$ cat config.mk
export PLATFORM = sky130hd
export DESIGN_NAME = cet2o_queue
export DESIGN_NICKNAME = d
export VERILOG_FILES = /design/src/rtl/cet2o_pkg.sv /design/src/rtl/cet2o_queue.sv
export SDC_FILE = /design/constraint.sdc
export NUM_CORES = 1
export LEC_CHECK = 0
export ABC_CLOCK_PERIOD_IN_PS = 11000
export BUFFER_PORTS_ARGS = -buffer_cell sky130_fd_sc_hd__buf_2
export CORE_ASPECT_RATIO = 0.6
export CORE_MARGIN = 4
export CORE_UTILIZATION = 56
export CTS_CLUSTER_DIAMETER = 200
export CTS_CLUSTER_SIZE = 25
export DETAILED_ROUTE_END_ITERATION = 8
export PLACE_DENSITY = 0.81
export SLEW_MARGIN = 20
export SYNTH_ARGS = -nofsm -noshare
export SYNTH_HDL_FRONTEND = slang
export SYNTH_SLANG_ARGS = --single-unit
$ cat constraint.sdc
create_clock -name clk -period 11 [get_ports clk]
set_input_delay 3.3 -clock clk [delete_from_list [all_inputs] [get_ports clk]]
set_output_delay 3.3 -clock clk [all_outputs]
set_load 0.01 [all_outputs]
$ cat src/rtl/cet2o_pkg.sv
`timescale 1ns / 1ps
`default_nettype none

package cet2o_pkg;

	localparam int FRAC_BITS_DEF   = 24;
	localparam int COUNT_BITS_DEF  = 16;
	localparam int QUEUE_DEPTH_DEF = 2;

	localparam int A_W        = 27;
	localparam int C_W        = 28;
	localparam int Z_W        = 32;
	localparam int ITER_W     = 16;
	localparam int CODE_W     = 9;
	localparam int MOD_W      = 4;
	localparam int SAT_W      = 66;
	localparam int CFG_IDX_W  = 2;
	localparam int CFG_DATA_W = 27;
	localparam int IN_TDATA_W  = 56;
	localparam int OUT_TDATA_W = 16;

	localparam int MOD_BASE       = 15;
	localparam int ESCAPE_RAD_SQ  = 10;
	localparam int ITER_RESET     = 100;

	localparam logic [CFG_IDX_W-1:0] REG_A_RE     = 2'd0;
	localparam logic [CFG_IDX_W-1:0] REG_A_IM     = 2'd1;
	localparam logic [CFG_IDX_W-1:0] REG_MAX_ITER = 2'd2;

	localparam logic signed [SAT_W-1:0] SAT_HI = {{(SAT_W-Z_W+1){1'b0}}, {(Z_W-1){1'b1}}};
	localparam logic signed [SAT_W-1:0] SAT_LO = {{(SAT_W-Z_W+1){1'b1}}, {(Z_W-1){1'b0}}};

	typedef struct packed {
		logic signed [A_W-1:0] a_re;
		logic signed [A_W-1:0] a_im;
		logic [ITER_W-1:0]     max_iter;
	} cfg_t;

	typedef struct packed {
		logic signed [C_W-1:0] c_re;
		logic signed [C_W-1:0] c_im;
		logic signed [Z_W-1:0] k_re;
		logic signed [Z_W-1:0] k_im;
	} job_t;

	typedef struct packed {
		logic full;
		logic empty;
	} q_status_t;

	function automatic logic signed [Z_W-1:0] sat32(input logic signed [SAT_W-1:0] x);
		logic signed [Z_W-1:0] r;
		if (x > SAT_HI) begin
			r = {1'b0, {(Z_W-1){1'b1}}};
		end else if (x < SAT_LO) begin
			r = {1'b1, {(Z_W-1){1'b0}}};
		end else begin
			r = x[Z_W-1:0];
		end
		return r;
	endfunction

endpackage

`default_nettype wire

$ cat src/rtl/cet2o_queue.sv
`timescale 1ns / 1ps
`default_nettype none

module cet2o_queue #(
	parameter int DEPTH = cet2o_pkg::QUEUE_DEPTH_DEF
) (
	input  wire                   clk,
	input  wire                   arst_n,
	input  wire                   push,
	input  cet2o_pkg::job_t       wr_job,
	input  wire                   pop,
	output cet2o_pkg::job_t       rd_job,
	output cet2o_pkg::q_status_t  status
);
	import cet2o_pkg::*;

	localparam int PTR_W = (DEPTH > 1) ? $clog2(DEPTH) : 1;
	localparam int CNT_W = $clog2(DEPTH + 1);

	job_t             mem_q [DEPTH];
	logic [PTR_W-1:0] wr_ptr_q;
	logic [PTR_W-1:0] rd_ptr_q;
	logic [CNT_W-1:0] count_q;

	always_ff @(posedge clk) begin
		if (push) begin
			mem_q[wr_ptr_q] <= wr_job;
		end
	end

	always_ff @(posedge clk or negedge arst_n) begin
		if (!arst_n) begin
			wr_ptr_q <= '0;
			rd_ptr_q <= '0;
			count_q  <= '0;
		end else begin
			if (push) begin
				wr_ptr_q <= (wr_ptr_q == PTR_W'(DEPTH - 1)) ? '0 : wr_ptr_q + 1'b1;
			end
			if (pop) begin
				rd_ptr_q <= (rd_ptr_q == PTR_W'(DEPTH - 1)) ? '0 : rd_ptr_q + 1'b1;
			end
			if (push && !pop) begin
				count_q <= count_q + 1'b1;
			end else if (pop && !push) begin
				count_q <= count_q - 1'b1;
			end
		end
	end

	assign rd_job       = mem_q[rd_ptr_q];
	assign status.full  = (count_q == CNT_W'(DEPTH));
	assign status.empty = (count_q == '0);

endmodule

`default_nettype wire

==> flow_summary.json, run 1 <==
{
  "finalCritPeriodShare_pct": 55.3,
  "dp_worst_setup_slack_ps": 5390,
  "gr-usage-all-layers_pct": 18.4,
  "clock_tree_from_tritoncts": "done",
  "critPathCaptureType": "output port",
  "hold_ep": "count_q[1]$_DFFE_PN0P_",
  "drt-total-wl_um": 16800,
  "ctsRootBufferMaster": "sky130_fd_sc_hd__clkbuf_16",
  "setup_viol_count_final": 0,
  "num_rows": 35,
  "placeableCoreArea_mm2": 0.0154,
  "crit-reg2reg-capture": "mem_q[1][7]$_DFFE_PP_",
  "worst_hold_path_type": "reg -> reg",
  "largest_net_degree_at_the_start_of_global_routing": 64,
  "final.setup.tns_ps": 0,
  "post_cts.repair.setup_buffers": 0,
  "mostFrequentLayoutCell": "sky130_fd_sc_hd__buf_2",
  "num_vias": 4454,
  "leakage_nw": 3.98,
  "syn_nets": 514,
  "ir_drop_v": 0.000149,
  "hold_start": "count_q[1]$_DFFE_PN0P_",
  "die_x_um": 170,
  "timing.clock.skew_ps": 23.3,
  "cts_num_sinks": 244,
  "final_util_pct": 69.0,
  "number_of_max_cap_violations": 0,
  "max_slew.worst_pin.slew_ps": 840,
  "drive_above_1_share_pct": 60.1,
  "post_synth.cell_area_avg_um2": 22.8,
  "critical_path.startpoint_type": "flop",
  "globalplace.congestion": 0.862,
  "globalRouteMet2Util_pct": 28.9,
  "netlist-cell-type-count": 13,
  "num-nets-final": 765,
  "die_area_mm2": 0.0180,
  "slew_headroom_pct": 44.0,
  "netlist_area_mm2": 0.00887,
  "htree_num_levels": 1,
  "grt_first_pass_wirelength_um": 25800,
  "reg_to_reg_start": "wr_ptr_q$_DFFE_PN0P_",
  "portBuffers": 245,
  "drt_first_iter_violations": 420,
  "report.final.hold_viol_count": 0,
  "synth-seq-cells": 244,
  "place_hpwl_um": 11900,
  "routed_via_density": 5.24,
  "grt_setup_unrepaired": "no",
  "globalRouteOverflowTotal": 0,
  "fmax_mhz": 164,
  "layout_overhead_on_the_synthesized_area_pct": 19.9,
  "yosys_warnings": 0,
  "worstHoldPathCells": 1,
  "insertion_delay_ps": 470,
  "postCtsHoldBufs": 0,
  "clk_transition_reported_paths_ps": 90,
  "cts_made_buffers": 13,
  "final.min_clock_period_ps": 6090,
  "criticalPathCategory": "reg -> out",
  "run_status": "finished clean",
  "final_ant_viol_nets": 0,
  "io-pin-count": 246,
  "effective_utilization_at_floorplan_pct": 57.5,
  "power_per_cell_area_mw_per_mm2": 239,
  "drt_pass1_iterations": 4,
  "layout_setup_ws_ps": 4910,
  "critical_path_fanouts_max": 63,
  "groute.layer.met3.usage_pct": 6.00,
  "report.final.slew_viol_count": 0,
  "cts_buffer_depth": 3,
  "cts_resized": 0,
  "worst_ep_required_time_ps": 7700,
  "die_h_um": 105,
  "cp_data_arrival_time_ps": 2790,
  "ff2ff_setup_slack_ps": 8610,
  "worstSetupStartpoint": "rd_ptr_q$_DFFE_PN0P_",
  "layout.cells.most_common_list": "245 x sky130_fd_sc_hd__buf_2, 240 x sky130_fd_sc_hd__edfxtp_1, 120 x sky130_fd_sc_hd__mux2_2",
  "detail_route.drc_violations": 0,
  "number_of_global_route_vias_before_repair": 4735,
  "gr_peak_layer": "met2",
  "reg2reg_depth": 2,
  "synth-seq-area-share_pct": 82.4,
  "drt-wirelength-per-cell_um": 19.8,
  "globalRouteMet1Util_pct": 26.0,
  "postSynthCellCount": 389,
  "grt_antenna_before_repair": 3
}
-- synth_stat cells --
cell type / number / area [um2]
sky130_fd_sc_hd__and2_1: 1 / 6.26
sky130_fd_sc_hd__xnor2_1: 1 / 8.76
sky130_fd_sc_hd__nor2b_1: 2 / 12.5
sky130_fd_sc_hd__nor2_1: 2 / 7.51
sky130_fd_sc_hd__buf_4: 1 / 7.51
sky130_fd_sc_hd__inv_1: 1 / 3.75
sky130_fd_sc_hd__mux2_2: 120 / 1350
sky130_fd_sc_hd__dfrtp_1: 4 / 100
sky130_fd_sc_hd__ha_1: 1 / 12.5
sky130_fd_sc_hd__buf_6: 9 / 101
sky130_fd_sc_hd__edfxtp_1: 240 / 7210
sky130_fd_sc_hd__buf_2: 3 / 15.0
sky130_fd_sc_hd__xor2_1: 4 / 35.0
-- layout make-up --
cell class                 instances  area [um2]
clock buffer                      17         340
sequential                       244        7310
multi-input combinational        131        1440
clock inverter                     2        17.5
tap                              203         254
timing repair buffer             249        1260
antenna                            3        7.51
fill                             981        4780
inverter                           1        3.75
-- worst max path at each step --
stage                            end
2_1_floorplan  mem_q[0][0]$_DFFE_PP_
3_3_place_gp              rd_job[75]
3_5_place_dp              rd_job[75]
4_1_cts                   rd_job[75]
5_1_grt                   rd_job[75]
6_report                  rd_job[56]
-- registers in the layout, indices dropped and copies added, names as in the netlist --
register	count
mem_q	240
count_q	2
rd_ptr_q	1
wr_ptr_q	1
-- routing by layer --
layer | vias to the layer above | wire [um]
li1 | 2043 | -
met1 | 2185 | 7110
met2 | 200 | 7700
met3 | 22 | 1770
met4 | 4 | 244
met5 | - | 21
-- per-stage QoR --
stage	area (um2)	hold slack, ps	total power [mW]	std cells
5_1_grt	10600	531	2.68	848
3_3_place_gp	10300	475	2.07	828
4_1_cts	10600	520	2.57	847
2_1_floorplan	8870	455	1.84	389
6_report	10600	516	2.54	850
3_5_place_dp	10300	501	2.09	828
-- critical path, stage by stage (launching register included) --
cell and delay [ps]:
sky130_fd_sc_hd__dfrtp_4 960, sky130_fd_sc_hd__buf_4 710, sky130_fd_sc_hd__mux2_2 430, sky130_fd_sc_hd__buf_2 140
-- report_power, final --
group / internal, mW / leakage, nW / switching, mW / total [mW]
logic: 0.352 / 1.51 / 0.389 / 0.741
registers: 1.23 / 2.30 / 0.0857 / 1.32
clock network: 0.222 / 0.174 / 0.262 / 0.484
-- logic make-up (layout without fill, tap and decap cells) --
group	count (synthesis)	after routing	synth area share, %
simple gates	5	5	0.296
flops	244	244	82.4
xor+xnor	5	5	0.494
mux	120	120	15.2
fa+ha+maj	1	1	0.141
other cells	0	3	0
buf+inv	14	269	1.44
(Power assumes the default switching activity.)
==> run 2: changes to the inputs <==
--- a/config.mk
+++ b/config.mk
@@ -5,15 +5,16 @@
 export SDC_FILE = /design/constraint.sdc
 export NUM_CORES = 1
 export LEC_CHECK = 0
-export ABC_CLOCK_PERIOD_IN_PS = 11000
+export ABC_AREA = 1
+export ABC_CLOCK_PERIOD_IN_PS = 6200
 export BUFFER_PORTS_ARGS = -buffer_cell sky130_fd_sc_hd__buf_2
 export CORE_ASPECT_RATIO = 0.6
 export CORE_MARGIN = 4
-export CORE_UTILIZATION = 56
+export CORE_UTILIZATION = 52
 export CTS_CLUSTER_DIAMETER = 200
 export CTS_CLUSTER_SIZE = 25
 export DETAILED_ROUTE_END_ITERATION = 8
-export PLACE_DENSITY = 0.81
+export PLACE_DENSITY = 0.75
 export SLEW_MARGIN = 20
 export SYNTH_ARGS = -nofsm -noshare
 export SYNTH_HDL_FRONTEND = slang
==> constraint.sdc (replaced) <==
create_clock -name clk -period 6.2 [get_ports clk]
set_input_delay 1.86 -clock clk [delete_from_list [all_inputs] [get_ports clk]]
set_output_delay 1.86 -clock clk [all_outputs]
set_load 0.01 [all_outputs]
==> run 2 against run 1 <==
- die area grew 7.4%
- critical endpoint is now rd_job[68]
- synthesized cell count grew 2.3%
- clock power grew 79%
- flip-flop and latch count unchanged
- count of clock-buffer cells in the layout did not move
- setup slack worse by 3200 ps
- sequential power is 79% higher
- first-iteration DRC count down 19%
- largest cell class unchanged
==> flow_summary.json, run 2 <==
{
  "globalplace.congestion": 0.799,
  "synthDominantCellAreaShare_pct": 81.1,
  "slew_headroom_pct": 32.1,
  "max_stage_delay_ps": 1100,
  "effective_utilization_at_floorplan_pct": 53.9,
  "dominantRegCellSynth": "sky130_fd_sc_hd__edfxtp_1",
  "io-pin-count": 246,
  "detail_route.drc_violations": 0,
  "report.final.hold_viol_count": 0,
  "insertion_delay_ps": 470,
  "setup_viol_count_final": 0,
  "synth-seq-area-share_pct": 82.2,
  "reg2reg_depth": 2,
  "synth-edff-count": 240,
  "critPathCaptureType": "output port",
  "htree_num_levels": 1,
  "max_slew.worst_pin.slew_ps": 1020,
  "die_h_um": 109,
  "drive_above_1_share_pct": 59.4,
  "top_count_cell_post_synth": "sky130_fd_sc_hd__edfxtp_1",
  "number_of_max_cap_violations": 0,
  "worstSetupStartpoint": "rd_ptr_q$_DFFE_PN0P_",
  "grt_first_pass_wirelength_um": 26100,
  "clock_tree_from_tritoncts": "done",
  "ir_drop_v": 0.000205,
  "gr-usage-all-layers_pct": 17.7,
  "grt_setup_unrepaired": "no",
  "net-switching-power_mw": 1.32,
  "reg_to_reg_start": "wr_ptr_q$_DFFE_PN0P_",
  "layout_overhead_on_the_synthesized_area_pct": 20.4,
  "netlist_area_mm2": 0.00889,
  "die_area_mm2": 0.0193,
  "clock_power_share_pct": 19.1,
  "timing.clock.skew_ps": 16.9,
  "fmax_mhz": 224,
  "cellInternalPower_mw": 3.21,
  "final.setup.tns_ps": 0,
  "post_cts.repair.setup_buffers": 0,
  "num_rows": 36,
  "ff2ff_setup_slack_ps": 4160,
  "layout.filler_cells": 1164,
  "worstSetupEndpoint": "rd_job[68]",
  "placeableCoreArea_mm2": 0.0165,
  "crit_chain": "buf_4 -> mux2_2 -> buf_2",
  "switching_share_pct": 29.2,
  "cts_num_sinks": 244,
  "layout.cells.most_common_list": "245 x sky130_fd_sc_hd__buf_2, 240 x sky130_fd_sc_hd__edfxtp_1, 120 x sky130_fd_sc_hd__mux2_2",
  "cts_made_buffers": 13,
  "globalRouteOverflowTotal": 0,
  "postSynthCellCount": 398,
  "clk_transition_reported_paths_ps": 90,
  "num-nets-final": 776,
  "ctsRootBufferMaster": "sky130_fd_sc_hd__clkbuf_16",
  "placedCellCount": 864,
  "postCtsHoldBufs": 0,
  "power_per_cell_area_mw_per_mm2": 424,
  "cp_data_arrival_time_ps": 2610,
  "drt_pass1_iterations": 4,
  "final.min_clock_period_ps": 4470,
  "biggestRegsByFlops": "mem_q x240, count_q x2",
  "worst_hold_path_type": "reg -> reg",
  "finalCritPeriodShare_pct": 72.1,
  "critical_path_fanouts_max": 75,
  "critical_path.startpoint_type": "flop",
  "criticalPathCategory": "reg -> out",
  "max_flop_register": "mem_q",
  "die_x_um": 177,
  "synth-async-reset-ratio_pct": 1.64,
  "num_vias": 4538,
  "drt-wirelength-per-cell_um": 19.7,
  "drt-total-wl_um": 17400,
  "fin_cells": 883,
  "synth-seq-cells": 244,
  "drt_first_iter_violations": 340,
  "report.final.slew_viol_count": 0,
  "num_antenna_cells": 0,
  "final_ant_viol_nets": 0,
  "place_hpwl_um": 12000,
  "mostFrequentLayoutCell": "sky130_fd_sc_hd__buf_2",
  "yosys_warnings": 0,
  "syn_nets": 523,
  "power.share.combinational_pct": 29.0,
  "crit-reg2reg-capture": "mem_q[0][32]$_DFFE_PP_",
  "yosys-top-cells-area": "sky130_fd_sc_hd__edfxtp_1 81%, sky130_fd_sc_hd__mux2_2 15%, sky130_fd_sc_hd__buf_6 1.1%",
  "post_synth.cell_area_avg_um2": 22.3,
  "netlist-cell-type-count": 14,
  "routed_via_density": 5.14,
  "largest_register_ff_count": 240,
  "worst_ep_required_time_ps": 4340,
  "cts_buffer_depth": 3,
  "cts_resized": 0,
  "grt_antenna_before_repair": 3,
  "leakage_nw": 4.02,
  "sequentialPowerShare_pct": 51.9,
  "synth_top_cell_by_area": "sky130_fd_sc_hd__edfxtp_1",
  "crit_path_top_delay_cell": "sky130_fd_sc_hd__dfrtp_4",
  "run_status": "finished clean",
  "synth_top_cells_by_count": "240 x sky130_fd_sc_hd__edfxtp_1, 120 x sky130_fd_sc_hd__mux2_2, 9 x sky130_fd_sc_hd__buf_6",
  "portBuffers": 245,
  "number_of_global_route_vias_before_repair": 4835,
  "largest_net_degree_at_the_start_of_global_routing": 76
}
run 2: cell types whose count changed after synthesis, sizes merged:
cell,previous run,this run
and2,1,0
inv,1,7
nand2,0,5
nand3,0,1
nand4,0,1
nor2,2,3
nor2b,2,0
xor2,4,2
run 2: power groups by stage:
stage               logic (mW)  clock network [mW]  registers [mW]
floorplan                0.942                   0            2.30
global placement          1.31                   0            2.39
detailed placement        1.33                   0            2.40
CTS                       1.34               0.893            2.37
global route              1.42               0.962            2.40
finish                    1.32               0.867            2.36
run 2: kinds of logic after synthesis:
group | share of synthesized area (%)
DFF | 82.2
muxes | 15.2
buffers and inverters | 1.69
and+or+nand+nor | 0.465
xor gates and xnor gates | 0.296
adders and majority gates | 0.141
run 2: how the worst min path moves through the flow:
| stage | start | to | slack, ps | cells after the start |
|---|---|---|---|---|
| floorplan | count_q[1]$_DFFE_PN0P_ | count_q[1]$_DFFE_PN0P_ | 460 | 2 |
| global placement | count_q[1]$_DFFE_PN0P_ | count_q[1]$_DFFE_PN0P_ | 480 | 2 |
| detailed placement | count_q[1]$_DFFE_PN0P_ | count_q[1]$_DFFE_PN0P_ | 500 | 2 |
| CTS | count_q[1]$_DFFE_PN0P_ | count_q[1]$_DFFE_PN0P_ | 520 | 2 |
| global route | count_q[1]$_DFFE_PN0P_ | count_q[1]$_DFFE_PN0P_ | 580 | 2 |
| finish | count_q[1]$_DFFE_PN0P_ | count_q[1]$_DFFE_PN0P_ | 520 | 2 |
run 2: worst max-delay path, delay by kind of cell, from the launching register on:
family   cells  cell delay, ps
flops        1            1100
buf+inv      2             630
mux          1             390
run 2: through the flow:
stage | area [um2] | utilization [%] | power [mW] | worst slack (ps) | hold WS [ps]
floorplan | 8890 | - | 3.25 | 767 | 463
global placement | 10300 | 62.8 | 3.70 | 2270 | 479
detailed placement | 10300 | 62.8 | 3.73 | 2200 | 498
CTS | 10700 | 64.9 | 4.60 | 1660 | 521
global route | 10700 | 64.9 | 4.78 | 1570 | 583
finish | 10700 | 64.9 | 4.54 | 1730 | 519
run 2: routing by layer:
metal | wire length [um] | vias up | GRT usage (%) | part of all wire, %
met5 | 34 | - | 0 | 0.20
met4 | 346 | 6 | 3.92 | 2.0
met3 | 1730 | 30 | 6.38 | 10
met2 | 7880 | 203 | 27.7 | 45
met1 | 7370 | 2234 | 24.2 | 42
li1 | - | 2065 | - | -
run 2: cell type report:
cell class	instances	area [um2]	area share [%]
clock inverters	2	17.5	0.164
flip-flops and latches	244	7310	68.3
inverters	7	28.8	0.269
well taps	228	285	2.66
repair buffers	251	1280	12.0
clock buffers	17	340	3.18
multi-input cells	134	1440	13.4
==> run 3: changes to the inputs <==
--- a/config.mk
+++ b/config.mk
@@ -6,15 +6,15 @@
 export NUM_CORES = 1
 export LEC_CHECK = 0
 export ABC_AREA = 1
-export ABC_CLOCK_PERIOD_IN_PS = 6200
+export ABC_CLOCK_PERIOD_IN_PS = 4000
 export BUFFER_PORTS_ARGS = -buffer_cell sky130_fd_sc_hd__buf_2
 export CORE_ASPECT_RATIO = 0.6
 export CORE_MARGIN = 4
-export CORE_UTILIZATION = 52
+export CORE_UTILIZATION = 47
 export CTS_CLUSTER_DIAMETER = 200
 export CTS_CLUSTER_SIZE = 25
 export DETAILED_ROUTE_END_ITERATION = 8
-export PLACE_DENSITY = 0.75
+export PLACE_DENSITY = 0.72
 export SLEW_MARGIN = 20
 export SYNTH_ARGS = -nofsm -noshare
 export SYNTH_HDL_FRONTEND = slang
==> constraint.sdc (replaced) <==
create_clock -name clk -period 4 [get_ports clk]
set_input_delay 1.2 -clock clk [delete_from_list [all_inputs] [get_ports clk]]
set_output_delay 1.2 -clock clk [all_outputs]
set_load 0.01 [all_outputs]
==> run 3 against run 2 <==
- first-iteration DRC count down 1.2%
- clock skew shrank 9.0 ps
- total power rose by 55%
- non-clock buffer count unchanged
- sequential share of layout area shrank 0.20 points
- global-route usage is 2.1 points lower
- via count fell by 1.3%
- worst hold slack gained 12 ps
- utilization decreased by 6.3 points
- sequential power up 52%
==> flow_summary.json, run 3 (same netlist as run 2, synthesis figures left out) <==
{
  "setup_viol_count_final": 0,
  "final_util_pct": 58.7,
  "io-pin-count": 246,
  "ctsRootBufferMaster": "sky130_fd_sc_hd__clkbuf_16",
  "routed_via_density": 5.01,
  "biggestRegsByFlops": "mem_q x240, count_q x2",
  "placeableCoreArea_mm2": 0.0183,
  "layout_overhead_on_the_synthesized_area_pct": 20.8,
  "gr-usage-all-layers_pct": 15.5,
  "die_area_mm2": 0.0212,
  "globalRouteMet2Util_pct": 24.6,
  "detail_route.drc_violations": 0,
  "fmax_mhz": 299,
  "multi_input_area_mm2": 0.00144,
  "insertion_delay_ps": 460,
  "clk_transition_reported_paths_ps": 90,
  "hold-worst-slack_ps": 531,
  "place_hpwl_um": 12300,
  "final.min_clock_period_ps": 3340,
  "worst_ep_required_time_ps": 2800,
  "postCtsHoldBufs": 0,
  "drt_first_iter_violations": 336,
  "cts_buffer_depth": 3,
  "cts_made_buffers": 13,
  "slew_headroom_pct": 44.9,
  "number_of_global_route_vias_before_repair": 4703,
  "globalRouteMet1Util_pct": 22.0,
  "largest_net_degree_at_the_start_of_global_routing": 63,
  "num_rows": 38,
  "grt_antenna_before_repair": 3,
  "report.final.hold_viol_count": 0,
  "gr_peak_layer": "met2",
  "max_flop_register": "mem_q",
  "critical_path_fanouts_max": 47,
  "largest_register_ff_count": 240,
  "drt-total-wl_um": 17500,
  "cts_num_sinks": 244,
  "mostFrequentLayoutCell": "sky130_fd_sc_hd__buf_2",
  "layout.filler_cells": 1386,
  "fin_total_pwr_mw": 7.06,
  "clock_tree_from_tritoncts": "done",
  "critPathCaptureType": "output port",
  "drt_pass1_iterations": 5,
  "die_h_um": 115,
  "worst_hold_path_type": "reg -> reg",
  "number_of_max_cap_violations": 0,
  "critical_path.startpoint_type": "flop",
  "grt_first_pass_wirelength_um": 25700,
  "grt_setup_unrepaired": "no",
  "ir_drop_v": 0.000386,
  "criticalPathCategory": "reg -> out",
  "report.final.slew_viol_count": 0,
  "die_x_um": 186,
  "groute.layer.met3.usage_pct": 4.70,
  "num_vias": 4477,
  "effective_utilization_at_floorplan_pct": 48.6,
  "ff_latch_area_mm2": 0.00731,
  "timing.clock.skew_ps": 7.98,
  "post_cts.repair.setup_buffers": 0,
  "run_status": "finished clean",
  "finish.instance_area_mm2": 0.0107,
  "leakage_nw": 4.02,
  "final.setup.tns_ps": 0,
  "num-nets-final": 776,
  "drt-wirelength-per-cell_um": 19.5,
  "cp_data_arrival_time_ps": 2140,
  "htree_num_levels": 1,
  "layout.cells.most_common_list": "245 x sky130_fd_sc_hd__buf_2, 240 x sky130_fd_sc_hd__edfxtp_1, 120 x sky130_fd_sc_hd__mux2_2",
  "dpl-instance-area_mm2": 0.0104,
  "final_ant_viol_nets": 0,
  "power_per_cell_area_mw_per_mm2": 657,
  "globalRouteOverflowTotal": 0,
  "cts_resized": 0,
  "globalplace.congestion": 0.844,
  "portBuffers": 245,
  "drive_above_1_share_pct": 59.4,
  "finalCritPeriodShare_pct": 83.5,
  "max_slew.worst_pin.slew_ps": 827
}
run 3: cell count changes in the layout (fill, tap and decap cells not counted):
cell,delta
sky130_fd_sc_hd__buf_12,+2
sky130_fd_sc_hd__buf_4,-2
sky130_fd_sc_hd__clkbuf_1,-1
sky130_fd_sc_hd__clkinvlp_4,+1
sky130_fd_sc_hd__diode_2,+1
sky130_fd_sc_hd__inv_4,-1
sky130_fd_sc_hd__inv_6,-1
run 3: metrics by stage:
step / instances / setup slack, ps
floorplan: 398 / 552
global placement: 876 / 1150
detailed placement: 876 / 1120
CTS: 893 / 618
global route: 893 / 530
finish: 894 / 658
run 3: worst paths after layout:
path / to / startpoint / depth (start not counted) / slack (ps)
setup / recovery: rd_job[70] / rd_ptr_q$_DFFE_PN0P_ / 3 / 660
max in group asynchronous: rd_ptr_q$_DFFE_PN0P_ / arst_n / 1 / 3310
hold reg to reg: count_q[1]$_DFFE_PN0P_ / count_q[1]$_DFFE_PN0P_ / 2 / 530
setup reg to reg: mem_q[1][50]$_DFFE_PP_ / wr_ptr_q$_DFFE_PN0P_ / 3 / 2340
hold / removal: count_q[1]$_DFFE_PN0P_ / count_q[1]$_DFFE_PN0P_ / 2 / 530
min in group asynchronous: wr_ptr_q$_DFFE_PN0P_ / arst_n / 1 / 540
run 3: area by class of cell:
type | count | share of cell area [%]
Sequential cell | 244 | 68.1
Multi-Input combinational cell | 134 | 13.4
Timing Repair Buffer | 251 | 12.2
Clock buffer | 16 | 3.13
Tap cell | 240 | 2.80
Inverter | 7 | 0.280
Clock inverter | 1 | 0.0816
Antenna cell | 1 | 0.0233
run 3: per-layer routing:
metal / vias to the layer above / routed length [um] / share of wire (%)
li1: 2063 / - / -
met1: 2207 / 7620 / 44
met2: 178 / 7980 / 46
met3: 23 / 1580 / 9.0
met4: 6 / 240 / 1.4
met5: - / 39 / 0.22
run 3: worst max-delay path: stages (launching register included):
cell                      delay (ps)
sky130_fd_sc_hd__dfrtp_4         780
sky130_fd_sc_hd__buf_12          320
sky130_fd_sc_hd__mux2_2          390
sky130_fd_sc_hd__buf_2           140
run 3: power by group:
part	switching (mW)	internal, mW
Sequential	0.188	3.39
Clock	0.719	0.601
Combinational	1.15	1.01
